File: src/rtl/itp_pkg.sv
`timescale 1ns / 1ps
// ----------------------------------------------------------------------------
// itp_pkg: shared types and constants of the infix-to-postfix converter
// Operator codes, command classes, error codes, character constants, the
// controller state type and the rank and symbol lookups.
// ----------------------------------------------------------------------------
package itp_pkg;

   // Operator codes as held on the operator stack
   typedef enum logic [2:0] {
      OP_ADD  = 3'd0,
      OP_SUB  = 3'd1,
      OP_MUL  = 3'd2,
      OP_DIV  = 3'd3,
      OP_OPEN = 3'd4
   } op_code_type;

   localparam int CODE_W = 3;

   // Class of one input word after decode
   typedef enum logic [2:0] {
      CMD_NONE,
      CMD_LETTER,
      CMD_OPER,
      CMD_OPEN,
      CMD_CLOSE,
      CMD_FLUSH
   } cmd_kind_type;

   typedef struct packed {
      cmd_kind_type kind;
      op_code_type  code;
      logic [7:0]   ch;
   } cmd_type;

   typedef enum logic [1:0] {
      ST_IDLE,
      ST_DISPATCH,
      ST_READ,
      ST_POP
   } ctrl_state_type;

   localparam logic [1:0] ERR_NONE      = 2'd0;
   localparam logic [1:0] ERR_OVERFLOW  = 2'd1;
   localparam logic [1:0] ERR_UNMATCHED = 2'd2;

   localparam logic [7:0] CH_HASH    = 8'h23;
   localparam logic [7:0] CH_LPAREN  = 8'h28;
   localparam logic [7:0] CH_RPAREN  = 8'h29;
   localparam logic [7:0] CH_STAR    = 8'h2A;
   localparam logic [7:0] CH_PLUS    = 8'h2B;
   localparam logic [7:0] CH_MINUS   = 8'h2D;
   localparam logic [7:0] CH_SLASH   = 8'h2F;
   localparam logic [7:0] CH_UPPER_A = 8'h41;
   localparam logic [7:0] CH_UPPER_Z = 8'h5A;
   localparam logic [7:0] CH_LOWER_A = 8'h61;
   localparam logic [7:0] CH_LOWER_Z = 8'h7A;

   localparam logic [7:0] SYM_NONE = 8'h00;

   function automatic logic [1:0] op_rank(op_code_type code);
      logic [1:0] rank;
      case (code)
         OP_ADD, OP_SUB: rank = 2'd1;
         OP_MUL, OP_DIV: rank = 2'd2;
         default:        rank = 2'd0;
      endcase
      return rank;
   endfunction

   function automatic logic [7:0] op_symbol(op_code_type code);
      logic [7:0] sym;
      case (code)
         OP_ADD:  sym = CH_PLUS;
         OP_SUB:  sym = CH_MINUS;
         OP_MUL:  sym = CH_STAR;
         OP_DIV:  sym = CH_SLASH;
         default: sym = SYM_NONE;
      endcase
      return sym;
   endfunction

endpackage

File: src/rtl/itp_stack_ram.sv
`timescale 1ns / 1ps
// ----------------------------------------------------------------------------
// itp_stack_ram: operator stack storage
// One write port and one read port, read data registered.
// ----------------------------------------------------------------------------
module itp_stack_ram #(
   parameter int DEPTH  = 64,
   parameter int DATA_W = 3
) (
   input  logic                     clock,
   input  logic                     wr_en,
   input  logic [$clog2(DEPTH)-1:0] wr_addr,
   input  logic [DATA_W-1:0]        wr_data,
   input  logic                     rd_en,
   input  logic [$clog2(DEPTH)-1:0] rd_addr,
   output logic [DATA_W-1:0]        rd_data
);

   logic [DATA_W-1:0] mem [DEPTH];
   logic [DATA_W-1:0] rd_data_ff;

   always_ff @(posedge clock) begin
      if (wr_en) begin
         mem[wr_addr] <= wr_data;
      end
   end

   // hold read data until the next read
   always_ff @(posedge clock) begin
      if (rd_en) begin
         rd_data_ff <= mem[rd_addr];
      end
   end

   assign rd_data = rd_data_ff;

endmodule

File: src/rtl/itp_ctrl.sv
`timescale 1ns / 1ps
// ----------------------------------------------------------------------------
// itp_ctrl: shunting-yard sequencer
// Keeps the stack count, open-parenthesis count and a cached top entry,
// drives the stack memory and holds the result word register.
// ----------------------------------------------------------------------------
module itp_ctrl #(
   parameter int STACK_DEPTH = 64
) (
   input  logic                           clock,
   input  logic                           reset,
   input  logic                           req_valid,
   output logic                           req_ready,
   input  itp_pkg::cmd_type               req_cmd,
   output logic                           rsp_valid,
   input  logic                           rsp_ready,
   output logic [7:0]                     rsp_symbol,
   output logic                           rsp_last,
   output logic [1:0]                     rsp_error,
   output logic                           wr_en,
   output logic [$clog2(STACK_DEPTH)-1:0] wr_addr,
   output logic [itp_pkg::CODE_W-1:0]     wr_data,
   output logic                           rd_en,
   output logic [$clog2(STACK_DEPTH)-1:0] rd_addr,
   input  logic [itp_pkg::CODE_W-1:0]     rd_data
);

   localparam int CW = $clog2(STACK_DEPTH + 1);
   localparam int AW = $clog2(STACK_DEPTH);
   localparam logic [CW-1:0] DEPTH_C = CW'(STACK_DEPTH);

   itp_pkg::ctrl_state_type state_ff, state_in;
   itp_pkg::cmd_type        cmd_ff;
   itp_pkg::op_code_type    top_ff, top_in;
   logic [CW-1:0]           count_ff, count_in;
   logic [CW-1:0]           open_ff, open_in;

   logic                    rsp_valid_ff;
   logic [7:0]              rsp_symbol_ff;
   logic                    rsp_last_ff;
   logic [1:0]              rsp_error_ff;

   logic                    out_free;
   logic                    load_out;
   logic [7:0]              out_symbol;
   logic                    out_last;
   logic [1:0]              out_error;
   logic                    push_en;
   logic                    pop_en;
   logic                    flush_clear;

   logic                    has_top, full, ops_zero, top_pops_oper;
   logic                    has_next, popped_open, pop_emit, pop_go;
   logic                    ops_left_nz, oper_stop, close_last;
   itp_pkg::op_code_type    next_code;
   logic [CW-1:0]           open_after;

   // --- status terms ---------------------------------------------------------
   always_comb begin
      out_free      = !rsp_valid_ff || rsp_ready;
      has_top       = count_ff != '0;
      full          = count_ff == DEPTH_C;
      ops_zero      = count_ff == open_ff;
      top_pops_oper = has_top && (top_ff != itp_pkg::OP_OPEN) &&
                      (itp_pkg::op_rank(top_ff) >= itp_pkg::op_rank(cmd_ff.code));
      has_next      = count_ff > CW'(1);
      next_code     = itp_pkg::op_code_type'(rd_data);
      popped_open   = top_ff == itp_pkg::OP_OPEN;
      pop_emit      = !popped_open;
      pop_go        = !pop_emit || out_free;
      open_after    = open_ff - CW'(popped_open);
      ops_left_nz   = (count_ff - CW'(1)) != open_after;
      oper_stop     = !has_next || (next_code == itp_pkg::OP_OPEN) ||
                      (itp_pkg::op_rank(next_code) < itp_pkg::op_rank(cmd_ff.code));
      close_last    = has_next && (next_code == itp_pkg::OP_OPEN);
   end

   // --- next state -----------------------------------------------------------
   always_comb begin
      state_in = state_ff;
      case (state_ff)
         itp_pkg::ST_IDLE: begin
            if (req_valid) begin
               state_in = itp_pkg::ST_DISPATCH;
            end
         end
         itp_pkg::ST_DISPATCH: begin
            case (cmd_ff.kind)
               itp_pkg::CMD_LETTER: begin
                  if (out_free) state_in = itp_pkg::ST_IDLE;
               end
               itp_pkg::CMD_FLUSH: begin
                  if (!ops_zero) state_in = itp_pkg::ST_READ;
                  else if (out_free) state_in = itp_pkg::ST_IDLE;
               end
               itp_pkg::CMD_OPER: begin
                  if (top_pops_oper) state_in = itp_pkg::ST_READ;
                  else if (!full || out_free) state_in = itp_pkg::ST_IDLE;
               end
               itp_pkg::CMD_OPEN: begin
                  if (!full || out_free) state_in = itp_pkg::ST_IDLE;
               end
               itp_pkg::CMD_CLOSE: begin
                  if (open_ff != '0) state_in = itp_pkg::ST_READ;
                  else if (out_free) state_in = itp_pkg::ST_IDLE;
               end
               default: state_in = itp_pkg::ST_IDLE;
            endcase
         end
         itp_pkg::ST_READ: begin
            state_in = itp_pkg::ST_POP;
         end
         itp_pkg::ST_POP: begin
            if (pop_go) begin
               case (cmd_ff.kind)
                  itp_pkg::CMD_FLUSH:
                     state_in = ops_left_nz ? itp_pkg::ST_READ : itp_pkg::ST_IDLE;
                  itp_pkg::CMD_CLOSE:
                     state_in = popped_open ? itp_pkg::ST_IDLE : itp_pkg::ST_READ;
                  itp_pkg::CMD_OPER:
                     state_in = oper_stop ? itp_pkg::ST_DISPATCH : itp_pkg::ST_READ;
                  default:
                     state_in = itp_pkg::ST_IDLE;
               endcase
            end
         end
         default: state_in = itp_pkg::ST_IDLE;
      endcase
   end

   // --- outputs of the sequencer ---------------------------------------------
   always_comb begin
      req_ready   = 1'b0;
      load_out    = 1'b0;
      out_symbol  = itp_pkg::SYM_NONE;
      out_last    = 1'b0;
      out_error   = itp_pkg::ERR_NONE;
      push_en     = 1'b0;
      pop_en      = 1'b0;
      rd_en       = 1'b0;
      flush_clear = 1'b0;
      case (state_ff)
         itp_pkg::ST_IDLE: begin
            req_ready = 1'b1;
         end
         itp_pkg::ST_DISPATCH: begin
            case (cmd_ff.kind)
               itp_pkg::CMD_LETTER: begin
                  load_out   = out_free;
                  out_symbol = cmd_ff.ch;
                  out_last   = 1'b1;
               end
               itp_pkg::CMD_FLUSH: begin
                  if (ops_zero) begin
                     load_out    = out_free;
                     out_last    = 1'b1;
                     flush_clear = out_free;
                  end
               end
               itp_pkg::CMD_OPER, itp_pkg::CMD_OPEN: begin
                  if (!(cmd_ff.kind == itp_pkg::CMD_OPER && top_pops_oper)) begin
                     if (full) begin
                        load_out  = out_free;
                        out_last  = 1'b1;
                        out_error = itp_pkg::ERR_OVERFLOW;
                     end else begin
                        push_en = 1'b1;
                     end
                  end
               end
               itp_pkg::CMD_CLOSE: begin
                  if (open_ff == '0) begin
                     load_out  = out_free;
                     out_last  = 1'b1;
                     out_error = itp_pkg::ERR_UNMATCHED;
                  end
               end
               default: begin
               end
            endcase
         end
         itp_pkg::ST_READ: begin
            rd_en = 1'b1;
         end
         itp_pkg::ST_POP: begin
            pop_en     = pop_go;
            load_out   = pop_go && pop_emit;
            out_symbol = itp_pkg::op_symbol(top_ff);
            case (cmd_ff.kind)
               itp_pkg::CMD_FLUSH: out_last = !ops_left_nz;
               itp_pkg::CMD_CLOSE: out_last = close_last;
               itp_pkg::CMD_OPER:  out_last = oper_stop;
               default:            out_last = 1'b0;
            endcase
            flush_clear = pop_go && (cmd_ff.kind == itp_pkg::CMD_FLUSH) && !ops_left_nz;
         end
         default: begin
         end
      endcase
   end

   // --- stack bookkeeping ----------------------------------------------------
   always_comb begin
      count_in = count_ff;
      open_in  = open_ff;
      top_in   = top_ff;
      if (flush_clear) begin
         count_in = '0;
         open_in  = '0;
      end else if (pop_en) begin
         count_in = count_ff - CW'(1);
         open_in  = open_after;
         top_in   = next_code;
      end else if (push_en) begin
         count_in = count_ff + CW'(1);
         open_in  = open_ff + CW'(cmd_ff.code == itp_pkg::OP_OPEN);
         top_in   = cmd_ff.code;
      end
   end

   assign wr_en   = push_en;
   assign wr_addr = count_ff[AW-1:0];
   assign wr_data = cmd_ff.code;
   assign rd_addr = AW'(count_ff - CW'(2));

   always_ff @(posedge clock) begin
      if (reset) begin
         state_ff <= itp_pkg::ST_IDLE;
         count_ff <= '0;
         open_ff  <= '0;
      end else begin
         state_ff <= state_in;
         count_ff <= count_in;
         open_ff  <= open_in;
      end
   end

   always_ff @(posedge clock) begin
      top_ff <= top_in;
      if (req_valid && req_ready) begin
         cmd_ff <= req_cmd;
      end
   end

   // --- result word register -------------------------------------------------
   always_ff @(posedge clock) begin
      if (reset) begin
         rsp_valid_ff <= 1'b0;
      end else if (load_out) begin
         rsp_valid_ff <= 1'b1;
      end else if (rsp_ready) begin
         rsp_valid_ff <= 1'b0;
      end
   end

   always_ff @(posedge clock) begin
      if (load_out) begin
         rsp_symbol_ff <= out_symbol;
         rsp_last_ff   <= out_last;
         rsp_error_ff  <= out_error;
      end
   end

   assign rsp_valid  = rsp_valid_ff;
   assign rsp_symbol = rsp_symbol_ff;
   assign rsp_last   = rsp_last_ff;
   assign rsp_error  = rsp_error_ff;

   // --- assertions -----------------------------------------------------------
   a_count_bound: assert property (@(posedge clock) disable iff (reset)
      count_ff <= DEPTH_C)
      else $error("stack count beyond depth");

   a_open_bound: assert property (@(posedge clock) disable iff (reset)
      open_ff <= count_ff)
      else $error("open parenthesis count exceeds stack count");

   a_no_push_full: assert property (@(posedge clock) disable iff (reset)
      push_en |-> (count_ff < DEPTH_C))
      else $error("push onto full stack");

   a_load_free: assert property (@(posedge clock) disable iff (reset)
      load_out |-> (!rsp_valid_ff || rsp_ready))
      else $error("result register overwritten before it was taken");

   a_close_found: assert property (@(posedge clock) disable iff (reset)
      (state_ff == itp_pkg::ST_POP && cmd_ff.kind == itp_pkg::CMD_CLOSE) |->
      (open_ff != '0))
      else $error("close parenthesis pop without open parenthesis on stack");

endmodule

File: src/rtl/infix_to_postfix_converter_unit.sv
`timescale 1ns / 1ps
// ----------------------------------------------------------------------------
// infix_to_postfix_converter_unit: streaming shunting-yard converter
// Takes an infix expression one character word at a time and returns the
// postfix form, one symbol word per result.
// ----------------------------------------------------------------------------
// Letters come out at once, + - * / and '(' go onto an operator stack in a
// single-port-read synchronous memory, ')' pops to its matching '(' and an
// end-of-expression word (req_kind = 1) flushes the stack. The last result
// caused by one input word carries rsp_last. A push onto a full stack gives a
// result with rsp_error = 1, a ')' with no '(' held gives rsp_error = 2, and a
// flush that returns no operator gives one marker word with symbol 0. Other
// characters give nothing. Timing: one word is worked on at a time. A letter,
// a push or an error result passes through accept and dispatch; every stack
// pop adds a memory read of the entry below the top, then the pop itself, so
// an operator that pops entries goes back to dispatch for its push, and a ')'
// pops each operator above its '(' and then removes the '(' itself. The
// memory read latency sets the pop rate. The result register lets the next
// word be accepted while a result still waits on rsp_ready. No clearing pass
// is needed after reset: only entries below the stack count are read.
// ----------------------------------------------------------------------------
module infix_to_postfix_converter_unit #(
   parameter int STACK_DEPTH = 64
) (
   input  logic       clock,
   input  logic       reset,
   input  logic       req_valid,
   output logic       req_ready,
   input  logic       req_kind,
   input  logic [7:0] req_char_in,
   output logic       rsp_valid,
   input  logic       rsp_ready,
   output logic [7:0] rsp_symbol,
   output logic       rsp_last,
   output logic [1:0] rsp_error
);

   localparam int AW = $clog2(STACK_DEPTH);

   itp_pkg::cmd_type              req_cmd;
   logic                          wr_en;
   logic [AW-1:0]                 wr_addr;
   logic [itp_pkg::CODE_W-1:0]    wr_data;
   logic                          rd_en;
   logic [AW-1:0]                 rd_addr;
   logic [itp_pkg::CODE_W-1:0]    rd_data;

   // Classify the incoming word: letter, operator, parenthesis, flush or
   // ignored character.
   always_comb begin
      req_cmd.kind = itp_pkg::CMD_NONE;
      req_cmd.code = itp_pkg::OP_ADD;
      req_cmd.ch   = req_char_in;
      if (req_kind) begin
         req_cmd.kind = itp_pkg::CMD_FLUSH;
      end else if (req_char_in inside {[itp_pkg::CH_LOWER_A:itp_pkg::CH_LOWER_Z],
                                       [itp_pkg::CH_UPPER_A:itp_pkg::CH_UPPER_Z]}) begin
         req_cmd.kind = itp_pkg::CMD_LETTER;
      end else begin
         case (req_char_in)
            itp_pkg::CH_PLUS: begin
               req_cmd.kind = itp_pkg::CMD_OPER;
               req_cmd.code = itp_pkg::OP_ADD;
            end
            itp_pkg::CH_MINUS: begin
               req_cmd.kind = itp_pkg::CMD_OPER;
               req_cmd.code = itp_pkg::OP_SUB;
            end
            itp_pkg::CH_STAR: begin
               req_cmd.kind = itp_pkg::CMD_OPER;
               req_cmd.code = itp_pkg::OP_MUL;
            end
            itp_pkg::CH_SLASH: begin
               req_cmd.kind = itp_pkg::CMD_OPER;
               req_cmd.code = itp_pkg::OP_DIV;
            end
            itp_pkg::CH_LPAREN: begin
               req_cmd.kind = itp_pkg::CMD_OPEN;
               req_cmd.code = itp_pkg::OP_OPEN;
            end
            itp_pkg::CH_RPAREN: begin
               req_cmd.kind = itp_pkg::CMD_CLOSE;
            end
            // '#' is an ordinary ignored character here
            itp_pkg::CH_HASH: begin
               req_cmd.kind = itp_pkg::CMD_NONE;
            end
            default: begin
               req_cmd.kind = itp_pkg::CMD_NONE;
            end
         endcase
      end
   end

   // Sequencer: stack count, cached top, result register
   itp_ctrl #(
      .STACK_DEPTH (STACK_DEPTH)
   ) u_ctrl (
      .clock      (clock),
      .reset      (reset),
      .req_valid  (req_valid),
      .req_ready  (req_ready),
      .req_cmd    (req_cmd),
      .rsp_valid  (rsp_valid),
      .rsp_ready  (rsp_ready),
      .rsp_symbol (rsp_symbol),
      .rsp_last   (rsp_last),
      .rsp_error  (rsp_error),
      .wr_en      (wr_en),
      .wr_addr    (wr_addr),
      .wr_data    (wr_data),
      .rd_en      (rd_en),
      .rd_addr    (rd_addr),
      .rd_data    (rd_data)
   );

   // Operator stack storage
   itp_stack_ram #(
      .DEPTH  (STACK_DEPTH),
      .DATA_W (itp_pkg::CODE_W)
   ) u_stack (
      .clock   (clock),
      .wr_en   (wr_en),
      .wr_addr (wr_addr),
      .wr_data (wr_data),
      .rd_en   (rd_en),
      .rd_addr (rd_addr),
      .rd_data (rd_data)
   );

endmodule

File: config.mk
export PLATFORM = sky130hd
export DESIGN_NAME = infix_to_postfix_converter_unit
export DESIGN_NICKNAME = d
export VERILOG_FILES = /design/src/rtl/itp_pkg.sv /design/src/rtl/itp_stack_ram.sv /design/src/rtl/itp_ctrl.sv /design/src/rtl/infix_to_postfix_converter_unit.sv
export SDC_FILE = /design/constraint.sdc
export NUM_CORES = 1
export LEC_CHECK = 0
export ABC_AREA = 1
export BUFFER_PORTS_ARGS = -buffer_cell sky130_fd_sc_hd__buf_2
export CORE_ASPECT_RATIO = 0.9
export CORE_MARGIN = 2
export CORE_UTILIZATION = 50
export DETAILED_ROUTE_END_ITERATION = 10
export PLACE_DENSITY_LB_ADDON = 0.2
export SLEW_MARGIN = 10
export SYNTH_ARGS = -nofsm -noshare
export SYNTH_HDL_FRONTEND = slang
export SYNTH_SLANG_ARGS = --single-unit
File: constraint.sdc
create_clock -name clock -period 3.4 [get_ports clock]
set_input_delay 0.34 -clock clock [delete_from_list [all_inputs] [get_ports clock]]
set_output_delay 0.34 -clock clock [all_outputs]
set_load 0.02 [all_outputs]
======== After elaboration in Yosys (flattened, before gate mapping) ========
Memory sizes are Yosys's and may differ from the RTL's. A register that Yosys moved wholly into a read port is not among the register bits.
Index checks and enable logic that the tools add are counted.
W data, S select, Z words.
word-level totals
  register bits after elaboration ......... 45
  RAM bits ................................ 192
  input bits .............................. 13
  output and inout port bits .............. 13
  word-level logic and storage cells ...... 158
  memories kept ........................... 1
cells by class
  $add $sub $neg .......................... 5
  $lt $le $gt $ge ......................... 7
  equality and inequality tests ........... 32
  multiplexer cells ....................... 58
  bitwise gates (word level) .............. 1
  reductions and logical operators ........ 42
memories
  name         words  bits a word  rd ports  clocked after memory_dff  write ports  RTL line             RTL
  u_stack.mem  64     3            1         1                         1            itp_stack_ram.sv:19  logic [DATA_W-1:0] mem [DEPTH];
operator list
  kind                  count
  $eq A8 B6 Y1 const B  6
  $mux W7               4
  $eq A3 B2 Y1 const B  8
  $mux W2               12
  $pmux W6 S4           1
  $mux W1               21
  $reduce_or A2 Y1      9
  $ge A8 B7 Y1 const B  2
  $le A8 B7 Y1 const B  2
  $pmux W2 S2           4
  $pmux W8 S2           1
  $eq A3 B3 Y1 const B  5
  $reduce_bool A7 Y1    2
  $eq A3 B1 Y1 const B  4
  $pmux W3 S4           1
  $logic_and A1 B1 Y1   10
  $pmux W2 S5           1
  $logic_not A3 Y1      3
  $mux W3               3
  $pmux W3 S3           1
  $mux W8               1
  $pmux W1 S4           2
  $pmux W2 S4           1
  $add A7 B1 Y7         1
  other kinds (26)      40

======== Longest topological paths before layout ========
  word-level depth ........................ 11
  mapped depth ............................ 21
  mapped depth without buffers ............ 19

======== Modules after synthesis ========
From an unflattened synthesis, not the netlist that was laid out.
unflattened totals
  cells, all modules ...................... 1251
  area, all modules ....................... 11801.3 µm²
by module, submodules not included
  module                           times used  cells each  area an instance (µm²)
  itp_stack_ram                    1           734         8225.4
  itp_ctrl                         1           463         3311.9
  infix_to_postfix_converter_unit  1           54          264.0

======== Worst setup path before layout ========
Ideal clock, no wire load.
  path kind ............................... register to register
  start point ............................. reg u_ctrl.cmd_ff, in the netlist u_ctrl.wr_data[1]
  end point ............................... mem u_stack.mem[41][0] (enable)
  library setup time ...................... 371 ps
  data arrival time ....................... 2607 ps
  data required time ...................... 3029 ps
  path slack .............................. 422 ps
  stages on the path, launching flop included .. 10
  period minus slack after synthesis ...... 2978 ps
  cells stage by stage .................... edfxtp_1 > nand2_1 > ha_1 > a21oi_1 > nand2_1 > nand3_2 > nand2_4 > inv_6 > nand3_2 > nor4_1
on the way
  cells in the longest elaborated chain, start to end .. 11
ends and longest elaborated chain
  element                               RTL line             RTL
  from (decl)                           itp_ctrl.sv:33       itp_pkg::cmd_type cmd_ff;
  from (signal assigned)                itp_ctrl.sv:241      cmd_ff <= req_cmd;
  $eq A3 B2 Y1 (tied with other cells)  itp_pkg.sv:63        case (code)
  $reduce_or A2 Y1                      itp_pkg.sv:63
  $pmux W2 S2 *                         itp_pkg.sv:63
  $ge A2 B2 Y1 *                        itp_ctrl.sv:65       (itp_pkg::op_rank(top_ff) >= itp_pkg::op_rank(cmd_ff.code));
  $logic_and A1 B1 Y1 *                 itp_ctrl.sv:64       top_pops_oper = has_top && (top_ff != itp_pkg::OP_OPEN) &&
  $logic_and A1 B1 Y1 *                 itp_ctrl.sv:161      if (!(cmd_ff.kind == itp_pkg::CMD_OPER && top_pops_oper)) begin
  $mux W1 *                             itp_ctrl.sv:161
  $mux W1 *                             itp_ctrl.sv:147      case (cmd_ff.kind)
  $mux W1 *                             itp_ctrl.sv:142      case (state_ff)
  $mux W1 *                             itp_stack_ram.sv:23  if (wr_en) begin
  $mux W1 (implied by the code) *       itp_stack_ram.sv:24  mem[wr_addr] <= wr_data;
  to (decl)                             itp_stack_ram.sv:19
Mark *: on every way between the ends. The rest lies on a longest branch, timed or not.

======== Worst setup path after layout ========
  start point ............................. reg u_ctrl.top_ff[1]
  end point ............................... reg u_ctrl.open_ff[1]
on the way
  cells in the longest elaborated chain, start to end .. 10
ends and longest elaborated chain
  element                                                 RTL line         RTL
  from (decl)                                             itp_ctrl.sv:34   itp_pkg::op_code_type top_ff, top_in;
  from (signal assigned)                                  itp_ctrl.sv:239  top_ff <= top_in;
  branches (longest 10 deep; another with $sub A7 B1 Y7)  --
  to (signal assigned)                                    itp_ctrl.sv:234  open_ff <= open_in;
  to (decl)                                               itp_ctrl.sv:36   logic [CW-1:0] open_ff, open_in;
Several ways; the timed one is not identified.
A chain may end at the register's enable or synchronous reset.

==> flow_summary.yaml <==
timing:
  period_share: 0.853
  worst_pin_slew_ns: 1.17
  rsz0062_at_grt: "no"
  layout_min_cycle_time_ns: 2.90
  setup_violations: 0
  finalHoldViolCount: 0
  postLayoutSetupSlackWorst_ns: 0.501
  fmax_mhz: 345
  fin_skew_ns: 0.0165
  slew_viol_final: 0
  hold_ws_ns: 0.0116
  slew_headroom: 0.215
  tns_ns: 0
clock_tree:
  cts-root-buf: "clkbuf_16"
  clockBufferDepth: 3
  cts_buffers: 26
  cts_setup_buffers: 0
  cts_resized: 0
  clock_latency_ns: 0.54
  clock-sinks: 240
  path_clk_slew_ns: 0.06
  cts_tree: "done"
  cts_max_level: 1
  ctsHoldBuffers: 2
floorplanning:
  core_area_um2: 22300
  dieArea_um2: 23700
  fp.dieH_um: 146
  ios: 26
  num_rows: 52
  start_util: 0.504
  fp.dieW_um: 162
grt:
  track_usage: 0.233
  grt_overflow: 0
  antenna_found_initial: 0
  grt_pass1_vias: 7591
  grt_pass1_wl_um: 43400
  grt_start_max_net_pins: 108
route:
  ant_nets: 0
  wl_um: 27400
  viasPerCell: 5.81
  vias: 8184
  wl_per_cell_um: 19.5
  drtIter0Drc: 1005
  drc: 0
  drt_pre_antenna_iters: 5
job:
  drv_cap: 0
synthesis:
  yosysUniqueCellTypes: 43
  syn_avg_cell_area_um2: 10.5
  ys_seq_area_frac: 0.625
  synthCells: 1076
  syn_nets: 1105
  synth_seq_cells: 240
  yosys.area.top_type: "edfxtp_1"
  ys_top_cells_by_area: "edfxtp_1 59%, nor2_1 7.0%, o21ai_0 5.8%, nand2_1 4.8%, dfxtp_1 3.0%"
  synth_area_um2: 11300
  yosysTopAreaCellShare: 0.595
  yosysWarnings: 0
placed_design:
  place_ws_ns: 0.553
  numPortBuffers: 25
  finalWeightedCongestion: 0.860
  hpwl_um: 17200
  placed_cell_area_um2: 11600
final_layout:
  area_delta_synth_final_pct: 10.1
  stdcell_area_um2: 12400
  nFillCells: 1893
  diodes: 0
  utilization: 0.555
  layout-drive-gt1-share: 0.110
  most-common-layout-cells: "223 x edfxtp_1, 211 x nor2_1, 143 x nand2_1"
  multi_input_area_um2: 3700
  layout_commonest_cell: "edfxtp_1"
  fin_nets: 1120
  regArea_um2: 7040
setup_path:
  startpoint_type: "flip-flop"
  worstPathArrival_ns: 3.31
  worstPathRequired_ns: 3.81
  crit_type: "flip-flop to flip-flop"
  end_kind: "flip-flop"
  crit_path_max_fanout: 14
pwr:
  pwr_density_cell_nw_per_um2: 494
  leakage_nw: 4.33
  vdd_drop_max_v: 0.000483
worst_hold_path:
  hp-class: "input pin to flip-flop"
status:
  run_status: "finished clean"
[registers in the layout, indices dropped and copies added (netlist names)]
register,cells
u_ctrl.cmd_ff,11
u_stack.rd_data,3
u_ctrl.count_ff,7
u_ctrl.open_ff,7
u_ctrl.rsp_error,2
u_ctrl.rsp_last,1
u_ctrl.state_ff,2
u_ctrl.wr_data,3
u_ctrl.top_ff,3
u_ctrl.rsp_valid,1
u_stack.mem,192
u_ctrl.rsp_symbol,8
[cell usage after synthesis, drive strengths merged]
library cell and count:
edfxtp 223, nand2 144, xnor2 3, inv 64
a21oi 18, a31oi 2, buf 25, o22ai 25
o21bai 1, o31ai 1, a311oi 1, nor3b 1
dfxtp 17, and2 2, o211ai 30, nor2 228
nand3 52, clkbuf 30, nor4 3, ha 16
nor3 12, o21ai 135, nand4 12, o221ai 19
xor2 12
[logic make-up after synthesis]
logic type	share of synthesized area
compound gates	0.120
simple gates	0.178
flops	0.625
xor+xnor	0.0117
buf+inv	0.0467
fa+ha+maj	0.0178
[layer usage]
layer	track usage	vias up	share of wire
met3	0.0389	53	0.078
met5	0	-	0
li1	-	3853	-
met4	0.0571	0	0.024
met2	0.343	358	0.44
met1	0.364	3920	0.46
[critical path, stage by stage, from the launching register on]
cell	delay, ns
edfxtp_1	0.44
nor3_4	0.34
ha_1	0.33
ha_1	0.36
inv_1	0.14
nand2_1	0.08
nand2_1	0.07
nand2_1	0.06
nand2_1	0.06
nor2_1	0.10
nand3_1	0.11
nor2_2	0.13
nand4_2	0.12
nand3_2	0.31
nor2_1	0.10
[area by class of cell]
cell class	instances	area share
multi-input combinational	717	0.298
sequential	240	0.568
tap	297	0.0300
clock inverter	14	0.00646
timing repair buffer	42	0.0218
clock buffer	34	0.0549
inverter	64	0.0200
[worst paths after layout]
path	from	to	slack (ns)	cells past startpoint
worst max register to register	u_ctrl.top_ff[1]	u_ctrl.open_ff[1]	0.50	14
worst max-delay path	u_ctrl.top_ff[1]	u_ctrl.open_ff[1]	0.50	14
worst min-delay path	req_char_in[4]	u_ctrl.cmd_ff[4]	0.01	1
worst min register to register	u_ctrl.cmd_ff[7]	u_ctrl.rsp_symbol[7]	0.54	2
[per-stage QoR]
| step | cells | power, mW |
|---|---|---|
| final | 1408 | 6.12 |
| after global routing | 1408 | 6.30 |
| after CTS | 1408 | 6.15 |
| after detailed placement | 1358 | 3.63 |
| after global placement | 1358 | 3.63 |
| after floorplan | 1076 | 3.53 |
[where the power goes]
part           leakage (nW)  internal [mW]  switching [mW]
sequential             2.16           3.26          0.0185
combinational          1.80         0.0801           0.219
clock                 0.362           1.41            1.14
No activity file was read; power rests on OpenSTA's default activity.
